## src/hdl/sorted_timer_task_queue_macros.svh

```systemverilog
// Assertion macros for the sorted timer task queue.
`ifndef SORTED_TIMER_TASK_QUEUE_MACROS_SVH
`define SORTED_TIMER_TASK_QUEUE_MACROS_SVH

// Asserts that an antecedent implies a consequent in the same cycle.
`define STQ_ASSERT_IMP(label, clk, rst_n, ante, cons) \
	label: assert property (@(posedge clk) disable iff (!rst_n) (ante) |-> (cons)) \
		else $error("assertion failed");

// Asserts that an antecedent implies a consequent in the next cycle.
`define STQ_ASSERT_NEXT(label, clk, rst_n, ante, cons) \
	label: assert property (@(posedge clk) disable iff (!rst_n) (ante) |=> (cons)) \
		else $error("assertion failed");

`endif

```

## src/hdl/stq_pkg.sv

```systemverilog
// Package with types and constants of the sorted timer task queue.
package stq_pkg;
	localparam int TASK_SLOTS_DEF  = 16;
	localparam int MAX_WAIT_US_DEF = 10000;
	localparam int US_PER_MS       = 1000;
	localparam int TIME_W          = 48;
	localparam int MS_W            = 32;
	localparam int ID_W            = 4;
	localparam int WAIT_W          = 14;
	localparam int CNT_W           = 5;

	typedef enum logic [1:0] {
		CMD_START  = 2'd0,
		CMD_STOP   = 2'd1,
		CMD_POLL   = 2'd2,
		CMD_FINISH = 2'd3
	} cmd_t;

	typedef enum logic [3:0] {
		ST_IDLE,
		ST_DECIDE,
		ST_MUL,
		ST_SUM,
		ST_INS_RD,
		ST_INS_DL,
		ST_INS_CMP,
		ST_RM_RD,
		ST_RM_CHK,
		ST_POLL_RD,
		ST_POLL_DL,
		ST_POLL_CMP,
		ST_HEAD_RD,
		ST_HEAD_DL,
		ST_WAIT
	} state_t;
endpackage

```

## src/hdl/sorted_timer_task_queue.sv

```systemverilog
// Top level of the sorted timer task queue.
//  channel  direction  content
//  s_axis   in         tdata: cmd, task_id, delay_ms, period_ms, now_us
//  m_axis   out        tdata: accepted, expired_valid, expired_task, pending_count, wait_us
// One item at a time. An item's result waits on the entry-by-entry shift of the order
// memory on insert and removal.
// Reset clears the queue length, pending flags and periods at once.
// The next item is taken in the cycle after the result leaves;
// a stalled output holds its result and blocks new items.
`include "sorted_timer_task_queue_macros.svh"
module sorted_timer_task_queue #(
	parameter int TASK_SLOTS  = stq_pkg::TASK_SLOTS_DEF,
	parameter int MAX_WAIT_US = stq_pkg::MAX_WAIT_US_DEF
) (
	input  logic         clk,
	input  logic         arst_n,
	input  logic         s_axis_tvalid,
	output logic         s_axis_tready,
	// cmd[1:0], task_id[5:2], delay_ms[37:6], period_ms[69:38], now_us[117:70], zeros
	input  logic [119:0] s_axis_tdata,
	output logic         m_axis_tvalid,
	input  logic         m_axis_tready,
	// accepted[0], expired_valid[1], expired_task[5:2], pending_count[10:6],
	// wait_us[24:11], zeros
	output logic [31:0]  m_axis_tdata
);
	localparam int IW = (TASK_SLOTS > 1) ? $clog2(TASK_SLOTS) : 1;
	localparam int LW = $clog2(TASK_SLOTS + 1);
	localparam int PW = stq_pkg::MS_W + 10;
	localparam logic [stq_pkg::TIME_W-1:0] TMAX = {stq_pkg::TIME_W{1'b1}};

	stq_pkg::state_t state_q, state_d;

	logic [IW-1:0]               order_mem [TASK_SLOTS];
	logic [stq_pkg::TIME_W-1:0]  dl_mem    [TASK_SLOTS];
	logic [stq_pkg::MS_W-1:0]    period_q  [TASK_SLOTS];
	logic [TASK_SLOTS-1:0]       pend_q;
	logic [LW-1:0]               len_q;

	stq_pkg::cmd_t               cmd_q;
	logic [stq_pkg::ID_W-1:0]    id_q;
	logic [stq_pkg::MS_W-1:0]    dly_q, per_q, ms_q;
	logic [stq_pkg::TIME_W-1:0]  now_q, when_q, dl_rd_q;
	logic [IW-1:0]               ord_rd_q;
	logic [LW-1:0]               k_q;
	logic                        acc_q, ev_q, found_q;
	logic [stq_pkg::ID_W-1:0]    et_q;
	logic [PW-1:0]               prod_q;
	logic                        ovalid_q;
	logic [31:0]                 odata_q;

	logic [IW-1:0]               id_ix;
	logic                        id_ok, pend_id, full, later, due;
	logic [stq_pkg::MS_W-1:0]    per_id;
	logic [stq_pkg::TIME_W:0]    sum_w;
	logic [stq_pkg::TIME_W-1:0]  diff_w;
	logic [stq_pkg::WAIT_W-1:0]  wait_w;

	logic [IW-1:0]               oaddr, daddr;
	logic                        owe, dwe;
	logic [IW-1:0]               owaddr, owdata;

	assign id_ix   = IW'(id_q);
	assign id_ok   = (32'(id_q) < TASK_SLOTS);
	assign pend_id = pend_q[id_ix];
	assign per_id  = period_q[id_ix];
	assign full    = (len_q >= LW'(TASK_SLOTS));
	assign later   = (dl_rd_q > when_q);
	assign due     = (dl_rd_q <= now_q);
	assign sum_w   = {1'b0, now_q} + (stq_pkg::TIME_W+1)'(prod_q);
	assign diff_w  = dl_rd_q - now_q;

	assign s_axis_tready = (state_q == stq_pkg::ST_IDLE) && !ovalid_q;
	assign m_axis_tvalid = ovalid_q;
	assign m_axis_tdata  = odata_q;

	always_comb begin
		if (len_q == '0) wait_w = stq_pkg::WAIT_W'(MAX_WAIT_US);
		else if (dl_rd_q > now_q)
			wait_w = (diff_w > stq_pkg::TIME_W'(MAX_WAIT_US)) ?
				stq_pkg::WAIT_W'(MAX_WAIT_US) : stq_pkg::WAIT_W'(diff_w);
		else wait_w = '0;
	end

	always_comb begin
		state_d = state_q;
		unique case (state_q)
			stq_pkg::ST_IDLE:    if (s_axis_tvalid && s_axis_tready) state_d = stq_pkg::ST_DECIDE;
			stq_pkg::ST_DECIDE: begin
				unique case (cmd_q)
					stq_pkg::CMD_START:
						state_d = (id_ok && !pend_id && !full) ?
							stq_pkg::ST_MUL : stq_pkg::ST_HEAD_RD;
					stq_pkg::CMD_STOP:
						state_d = (id_ok && pend_id) ? stq_pkg::ST_RM_RD : stq_pkg::ST_HEAD_RD;
					stq_pkg::CMD_POLL:
						state_d = (len_q != '0) ? stq_pkg::ST_POLL_RD : stq_pkg::ST_HEAD_RD;
					stq_pkg::CMD_FINISH:
						state_d = (id_ok && !pend_id && per_id != '0 && !full) ?
							stq_pkg::ST_MUL : stq_pkg::ST_HEAD_RD;
				endcase
			end
			stq_pkg::ST_MUL:      state_d = stq_pkg::ST_SUM;
			stq_pkg::ST_SUM:      state_d = stq_pkg::ST_INS_RD;
			stq_pkg::ST_INS_RD:
				state_d = (k_q == '0) ? stq_pkg::ST_HEAD_RD : stq_pkg::ST_INS_DL;
			stq_pkg::ST_INS_DL:   state_d = stq_pkg::ST_INS_CMP;
			stq_pkg::ST_INS_CMP:  state_d = later ? stq_pkg::ST_INS_RD : stq_pkg::ST_HEAD_RD;
			stq_pkg::ST_RM_RD:    state_d = stq_pkg::ST_RM_CHK;
			stq_pkg::ST_RM_CHK:
				state_d = (k_q + LW'(1) >= len_q) ? stq_pkg::ST_HEAD_RD : stq_pkg::ST_RM_RD;
			stq_pkg::ST_POLL_RD:  state_d = stq_pkg::ST_POLL_DL;
			stq_pkg::ST_POLL_DL:  state_d = stq_pkg::ST_POLL_CMP;
			stq_pkg::ST_POLL_CMP:
				state_d = (due && len_q > LW'(1)) ? stq_pkg::ST_RM_RD : stq_pkg::ST_HEAD_RD;
			stq_pkg::ST_HEAD_RD:  state_d = stq_pkg::ST_HEAD_DL;
			stq_pkg::ST_HEAD_DL:  state_d = stq_pkg::ST_WAIT;
			stq_pkg::ST_WAIT:     state_d = stq_pkg::ST_IDLE;
			default:              state_d = stq_pkg::ST_IDLE;
		endcase
	end

	always_comb begin
		oaddr  = '0;
		daddr  = ord_rd_q;
		owe    = 1'b0;
		dwe    = 1'b0;
		owaddr = IW'(k_q);
		owdata = ord_rd_q;
		unique case (state_q)
			stq_pkg::ST_INS_RD: begin
				oaddr = IW'(k_q - LW'(1));
				if (k_q == '0) begin
					owe    = 1'b1;
					dwe    = 1'b1;
					owdata = id_ix;
				end
			end
			stq_pkg::ST_INS_DL: oaddr = IW'(k_q - LW'(1));
			stq_pkg::ST_INS_CMP: begin
				owe = 1'b1;
				if (!later) begin
					dwe    = 1'b1;
					owdata = id_ix;
				end
			end
			stq_pkg::ST_RM_RD: oaddr = IW'(k_q);
			stq_pkg::ST_RM_CHK: begin
				owe    = found_q;
				owaddr = IW'(k_q - LW'(1));
			end
			default: ;
		endcase
	end

	always_ff @(posedge clk) begin
		ord_rd_q <= order_mem[oaddr];
		dl_rd_q  <= dl_mem[daddr];
		if (owe) order_mem[owaddr] <= owdata;
		if (dwe) dl_mem[id_ix] <= when_q;
	end

	always_ff @(posedge clk or negedge arst_n) begin
		if (!arst_n) begin
			state_q  <= stq_pkg::ST_IDLE;
			pend_q   <= '0;
			len_q    <= '0;
			ovalid_q <= 1'b0;
			odata_q  <= '0;
			cmd_q    <= stq_pkg::CMD_START;
			id_q     <= '0;
			dly_q    <= '0;
			per_q    <= '0;
			ms_q     <= '0;
			now_q    <= '0;
			when_q   <= '0;
			k_q      <= '0;
			acc_q    <= 1'b0;
			ev_q     <= 1'b0;
			found_q  <= 1'b0;
			et_q     <= '0;
			prod_q   <= '0;
			for (int i = 0; i < TASK_SLOTS; i++) period_q[i] <= '0;
		end else begin
			state_q <= state_d;
			if (state_q == stq_pkg::ST_WAIT) begin
				ovalid_q <= 1'b1;
				odata_q  <= {7'd0, wait_w, stq_pkg::CNT_W'(len_q), et_q, ev_q, acc_q};
			end else if (ovalid_q && m_axis_tready) begin
				ovalid_q <= 1'b0;
			end
			unique case (state_q)
				stq_pkg::ST_IDLE: if (s_axis_tvalid && s_axis_tready) begin
					cmd_q <= stq_pkg::cmd_t'(s_axis_tdata[1:0]);
					id_q  <= s_axis_tdata[5:2];
					dly_q <= s_axis_tdata[37:6];
					per_q <= s_axis_tdata[69:38];
					now_q <= s_axis_tdata[117:70];
					acc_q <= 1'b1;
					ev_q  <= 1'b0;
					et_q  <= '0;
				end
				stq_pkg::ST_DECIDE: begin
					unique case (cmd_q)
						stq_pkg::CMD_START: begin
							if (!id_ok || pend_id) acc_q <= 1'b0;
							else begin
								period_q[id_ix] <= per_q;
								ms_q <= dly_q;
							end
						end
						stq_pkg::CMD_STOP: begin
							if (!id_ok) acc_q <= 1'b0;
							else begin
								period_q[id_ix] <= '0;
								pend_q[id_ix]   <= 1'b0;
								found_q <= 1'b0;
								k_q     <= '0;
							end
						end
						stq_pkg::CMD_POLL: ;
						stq_pkg::CMD_FINISH: begin
							if (!id_ok) acc_q <= 1'b0;
							else ms_q <= per_id;
						end
					endcase
				end
				stq_pkg::ST_MUL: prod_q <= PW'(ms_q) * PW'(stq_pkg::US_PER_MS);
				stq_pkg::ST_SUM: begin
					when_q <= sum_w[stq_pkg::TIME_W] ? TMAX : sum_w[stq_pkg::TIME_W-1:0];
					k_q    <= len_q;
				end
				stq_pkg::ST_INS_RD: if (k_q == '0) begin
					pend_q[id_ix] <= 1'b1;
					len_q <= len_q + LW'(1);
				end
				stq_pkg::ST_INS_CMP: begin
					if (later) k_q <= k_q - LW'(1);
					else begin
						pend_q[id_ix] <= 1'b1;
						len_q <= len_q + LW'(1);
					end
				end
				stq_pkg::ST_RM_CHK: begin
					if (!found_q && ord_rd_q == id_ix) found_q <= 1'b1;
					if (k_q + LW'(1) >= len_q) len_q <= len_q - LW'(1);
					else k_q <= k_q + LW'(1);
				end
				stq_pkg::ST_POLL_CMP: if (due) begin
					ev_q <= 1'b1;
					et_q <= stq_pkg::ID_W'(ord_rd_q);
					pend_q[ord_rd_q] <= 1'b0;
					if (len_q == LW'(1)) len_q <= len_q - LW'(1);
					else begin
						found_q <= 1'b1;
						k_q     <= LW'(1);
					end
				end
				default: ;
			endcase
		end
	end

	`STQ_ASSERT_IMP(a_len_max, clk, arst_n, 1'b1, len_q <= LW'(TASK_SLOTS))
	`STQ_ASSERT_IMP(a_ready_idle, clk, arst_n, s_axis_tready, !ovalid_q)
	`STQ_ASSERT_NEXT(a_out_hold, clk, arst_n, ovalid_q && !m_axis_tready, ovalid_q && $stable(odata_q))
endmodule

```

## config.mk

```make
export PLATFORM = sky130hd
export DESIGN_NAME = sorted_timer_task_queue
export DESIGN_NICKNAME = d
export VERILOG_FILES = /design/src/hdl/stq_pkg.sv /design/src/hdl/sorted_timer_task_queue.sv
export VERILOG_INCLUDE_DIRS = /design/src /design/src/hdl
export SDC_FILE = /design/constraint.sdc
export NUM_CORES = 2
export LEC_CHECK = 0
export BUFFER_PORTS_ARGS = -buffer_cell sky130_fd_sc_hd__buf_4
export CORE_MARGIN = 5
export CORE_UTILIZATION = 60
export CTS_BUF_LIST = sky130_fd_sc_hd__clkbuf_16
export CTS_CLUSTER_DIAMETER = 120
export DETAILED_ROUTE_END_ITERATION = 6
export HOLD_SLACK_MARGIN = 0.02
export PLACE_DENSITY = 0.81
export SLEW_MARGIN = 20
export SYNTH_ARGS = -nofsm -noshare
export SYNTH_HDL_FRONTEND = slang
export SYNTH_SLANG_ARGS = --single-unit
```

## constraint.sdc

```tcl
create_clock -name clk -period 8.52 [get_ports clk]
set_input_delay 0.852 -clock clk [delete_from_list [all_inputs] [get_ports clk]]
set_output_delay 0.852 -clock clk [all_outputs]
set_load 0.03 [all_outputs]
```

==> impl_results.html <==
<table>
<tr><th>Metric</th><th>Value</th></tr>
<tr><th colspan="2">Status</th></tr>
<tr><td>Outcome</td><td>finished, violations left</td></tr>
<tr><td>Violations in the final reports</td><td>DRC</td></tr>
<tr><th colspan="2">Worst setup path</th></tr>
<tr><td>Family with the most delay on the worst path</td><td>compound AO/OA/AOI/OAI gates</td></tr>
<tr><td>CP Capture Type</td><td>register</td></tr>
<tr><td>CP Max Fanout</td><td>27</td></tr>
<tr><td>Launch point of the worst path</td><td>when_q[9]</td></tr>
<tr><td>Critical Setup Path Class</td><td>reg2reg</td></tr>
<tr><td>Worst path slowest cell</td><td>sky130_fd_sc_hd__nor2_4</td></tr>
<tr><td>Arrival time at the worst endpoint</td><td>around 6.3 ns</td></tr>
<tr><td>Element type at the critical path start</td><td>register</td></tr>
<tr><td>R2R Path Start</td><td>when_q[9]</td></tr>
<tr><td>Number of buffers and inverters on the critical path</td><td>3</td></tr>
<tr><td>Worst-path cell chain</td><td>inv_1 &gt; ha_1 &gt; a21o_1 &gt; a21o_1 &gt; a21oi_1 &gt; nor2_1 &gt; o41ai_1 &gt; o2111ai_1 &gt; nand2_1 &gt; mux2_2 &gt; nand3b_1 &gt; buf_4 &gt; nor2_4 &gt; buf_4</td></tr>
<tr><td>Stage delay of the slowest cell on the critical path</td><td>0.88 ns</td></tr>
<tr><td>Data required time of the critical path</td><td>8.94 ns</td></tr>
<tr><th colspan="2">Clock network</th></tr>
<tr><td>TritonCTS sink count</td><td>about 1700</td></tr>
<tr><td>Clock buffer count from CTS</td><td>167</td></tr>
<tr><td>Post-CTS setup repair buffer count</td><td>0</td></tr>
<tr><td>Worst-skew pair later-pin latency</td><td>~0.82 ns</td></tr>
<tr><td>Count of cells resized by post-cts repair</td><td>0</td></tr>
<tr><td>CTS Root Buffer Type</td><td>sky130_fd_sc_hd__clkbuf_16</td></tr>
<tr><td>TritonCTS clock tree</td><td>yes</td></tr>
<tr><td>CTS H-tree depth</td><td>4</td></tr>
<tr><td>Clock tree buffer depth</td><td>3</td></tr>
<tr><td>Clock-pin slew of the registers on the worst-case setup and hold paths</td><td>about 0.060 ns</td></tr>
<tr><td>Number of hold buffers added after cts</td><td>0</td></tr>
<tr><th colspan="2">Yosys</th></tr>
<tr><td>Fraction of synthesized cell area in xor and xnor cells</td><td>0.0115</td></tr>
<tr><td>Number of warnings issued by yosys</td><td>0</td></tr>
<tr><td>Unique cell type count in the Yosys netlist</td><td>89</td></tr>
<tr><td>Largest area contributor in the synthesized netlist</td><td>sky130_fd_sc_hd__edfxtp_1</td></tr>
<tr><td>Predominant post-synthesis flop cell</td><td>sky130_fd_sc_hd__edfxtp_1</td></tr>
<tr><td>Synth Area in Compound Gates</td><td>0.0944</td></tr>
<tr><td>Fraction of synthesis flops using an asynchronous set or reset pin</td><td>0.479</td></tr>
<tr><td>Area fraction of the dominant cell type after synthesis</td><td>0.315</td></tr>
<tr><td>Synthesized instance count</td><td>5982</td></tr>
<tr><td>Number of enable flip-flop cells after synthesis</td><td>832</td></tr>
<tr><td>Mean post-synth cell area</td><td>~13 sq um</td></tr>
<tr><td>Mux share of post-synthesis cell area</td><td>0.138</td></tr>
<tr><td>Register area share after synthesis</td><td>0.585</td></tr>
<tr><td>Top cells by area, synth</td><td>sky130_fd_sc_hd__edfxtp_1 32%, sky130_fd_sc_hd__dfrtp_1 26%, sky130_fd_sc_hd__mux4_2 12%</td></tr>
<tr><td>Combinational family with the most area after synthesis</td><td>multiplexers</td></tr>
<tr><td>Synth Area in Simple Gates</td><td>0.0712</td></tr>
<tr><td>Share of synthesized cell area in full adder, half adder and majority cells</td><td>0.0668</td></tr>
<tr><td>Dominant cell by count in the synthesized netlist</td><td>sky130_fd_sc_hd__edfxtp_1</td></tr>
<tr><td>Commonest cells post-synth</td><td>832 x sky130_fd_sc_hd__edfxtp_1, 817 x sky130_fd_sc_hd__nand2_1, 812 x sky130_fd_sc_hd__dfrtp_1</td></tr>
<tr><td>Total of flip-flops plus latches after synthesis</td><td>1696</td></tr>
<tr><td>Syn Std Cell Area</td><td>0.0792 sq mm</td></tr>
<tr><th colspan="2">Route</th></tr>
<tr><td>Number of routed nets with antenna violations</td><td>0</td></tr>
<tr><td>Number of violations reported at the end of detailed-routing iteration 0</td><td>7398</td></tr>
<tr><td>Initial DRT Pass Iterations</td><td>7</td></tr>
<tr><td>Count of unresolved DRC violations after routing</td><td>25</td></tr>
<tr><td>Total via count after detailed routing</td><td>52768</td></tr>
<tr><td>Total wirelength of the detailed-routed design</td><td>223 mm</td></tr>
<tr><td>Wire length per cell</td><td>around 28 um</td></tr>
<tr><td>Drt via density</td><td>6.64</td></tr>
<tr><th colspan="2">Hold path</th></tr>
<tr><td>Path type of the worst min-delay path</td><td>in2async</td></tr>
<tr><th colspan="2">Floorplanning</th></tr>
<tr><td>Area of the core region</td><td>0.131 sq mm</td></tr>
<tr><td>Placement row count</td><td>approximately 130</td></tr>
<tr><td>Boundary Pins</td><td>158</td></tr>
<tr><td>Die X</td><td>373 um</td></tr>
<tr><td>Vertical extent of the die</td><td>between 300 and 400 um</td></tr>
<tr><td>DIE AREA</td><td>0.139 sq mm</td></tr>
<tr><td>Effective utilization at floorplan</td><td>0.603</td></tr>
<tr><th colspan="2">Pwr</th></tr>
<tr><td>Worst IR Drop VDD</td><td>between 0.4 and 0.5 mV</td></tr>
<tr><td>Pwr Total</td><td>38.7 mW</td></tr>
<tr><td>Pwr per Cell Area</td><td>442 mW/mm^2</td></tr>
<tr><td>Leakage component of the power</td><td>34.8 nW</td></tr>
<tr><th colspan="2">Cells and area</th></tr>
<tr><td>Area Overhead vs Synth</td><td>10.6%</td></tr>
<tr><td>Total number of nets in the final design</td><td>6519</td></tr>
<tr><td>Share of post-route cells with drive strength above 1</td><td>0.172</td></tr>
<tr><td>Design Area, Final</td><td>0.0876 sq mm</td></tr>
<tr><th colspan="2">Global route</th></tr>
<tr><td>Global-route wire length before repair</td><td>336 mm</td></tr>
<tr><td>Via count of the first global-routing pass</td><td>between 50000 and 60000</td></tr>
<tr><td>Pin count of the biggest net entering global routing</td><td>about 160</td></tr>
<tr><td>Global-route total usage across every layer</td><td>0.319</td></tr>
<tr><td>Grt total ovfl</td><td>0</td></tr>
<tr><td>Initial antenna violation count</td><td>5</td></tr>
<tr><th colspan="2">Placement</th></tr>
<tr><td>HPWL after detailed placement</td><td>136 mm</td></tr>
<tr><td>Placed Instance Area</td><td>roughly 0.082 sq mm</td></tr>
<tr><td>Number of input and output port buffers inserted</td><td>148</td></tr>
<tr><td>Gp weighted congestion</td><td>between 0.9 and 1</td></tr>
<tr><th colspan="2">Timing</th></tr>
<tr><td>Number of setup violations in the final report</td><td>0</td></tr>
<tr><td>Final clock skew</td><td>between 0.04 and 0.05 ns</td></tr>
<tr><td>Worst-margin pin slew</td><td>1.17 ns</td></tr>
<tr><td>Final period demand of the worst path</td><td>a little under 6 ns</td></tr>
<tr><td>Max-slew headroom</td><td>0.216</td></tr>
<tr><td>Maximum operating frequency</td><td>171 MHz</td></tr>
<tr><td>Fin crit share</td><td>0.685</td></tr>
<tr><td>Fin. Hold Viols</td><td>0</td></tr>
<tr><td>Summed negative setup slack over all endpoints</td><td>0 ns</td></tr>
<tr><td>RSZ-0062 raised after global routing</td><td>no</td></tr>
<tr><td>Total count of max-transition violations in the final report</td><td>0</td></tr>
<tr><th colspan="2">Job</th></tr>
<tr><td>Number of max-cap violations</td><td>0</td></tr>
</table>
[metal layers]
metal	up-vias	global-route usage	part of all wire
met5	-	0	0.00014
met4	4	0.156	0.056
met3	743	0.0840	0.12
met2	3509	0.498	0.47
met1	26421	0.422	0.36
li1	22091	-	-
[where the power goes]
part           internal (mW)  switching (mW)  leakage [nW]
logic                   7.85            10.8          13.1
clock network           4.05            3.29          2.81
registers               10.6            2.12          18.9
total                   22.5            16.2          34.8
[through the flow]
step	util	hold slack, ns	instances	setup slack (ns)
2_1_floorplan	-	0.439	5988	3.47
6_report	0.667	0.0583	7946	2.68
3_3_place_gp	0.625	0.456	7628	2.90
4_1_cts	0.667	0.0498	7943	2.79
3_5_place_dp	0.625	0.464	7629	2.81
5_1_grt	0.667	0.101	7944	2.51
[worst paths after layout]
check | to | slack [ns] | cells past startpoint
setup reg to reg | dl_mem[12][20] | 2.68 | 14
setup / recovery | dl_mem[12][20] | 2.68 | 14
hold reg to reg | period_q[152] | 0.47 | 2
max in group asynchronous | period_q[94] | 6.96 | 2
hold / removal | ms_q[24] | 0.06 | 1
min in group clk | m_axis_tvalid | 0.24 | 2
[layout make-up]
| class | instances | area, sq um |
|---|---|---|
| antenna | 2 | 5.00 |
| clock buffer | 169 | 4230 |
| clock inverter | 145 | 1220 |
| fill | 8775 | 43700 |
| inverter | 315 | 1180 |
| multi-input combinational | 3629 | 30500 |
| sequential | 1696 | 46400 |
| tap | 1755 | 2200 |
| timing repair buffer | 235 | 1890 |
[state kept, by name, summed over array words and instances (netlist names), 16 cells and up]
signal,count
pend_q,16
when_q,48
now_q,48
ms_q,32
per_q,32
period_q,512
prod_q,39
dl_mem,768
dl_rd_q,48
dly_q,32
order_mem,64
m_axis_tdata,25
[cell families after synthesis]
kind of cell,count (synthesis)
xor gates and xnor gates,104
and+or+nand+nor,1301
other,1
muxes,573
buffers and inverters,663
AOI/OAI and AO/OA,1293
adders and majority gates,351
DFF,1696
[cell usage in the layout, fill, tap and decap left out, drive strengths merged, types with 157 or more instances in the layout]
master  count
buf       235
o21ai     789
nand2     818
ha        231
clkbuf    169
a21oi     157
dfrtp     812
edfxtp    832
inv       368
mux4      405
Power figures use the tool's default switching activity.
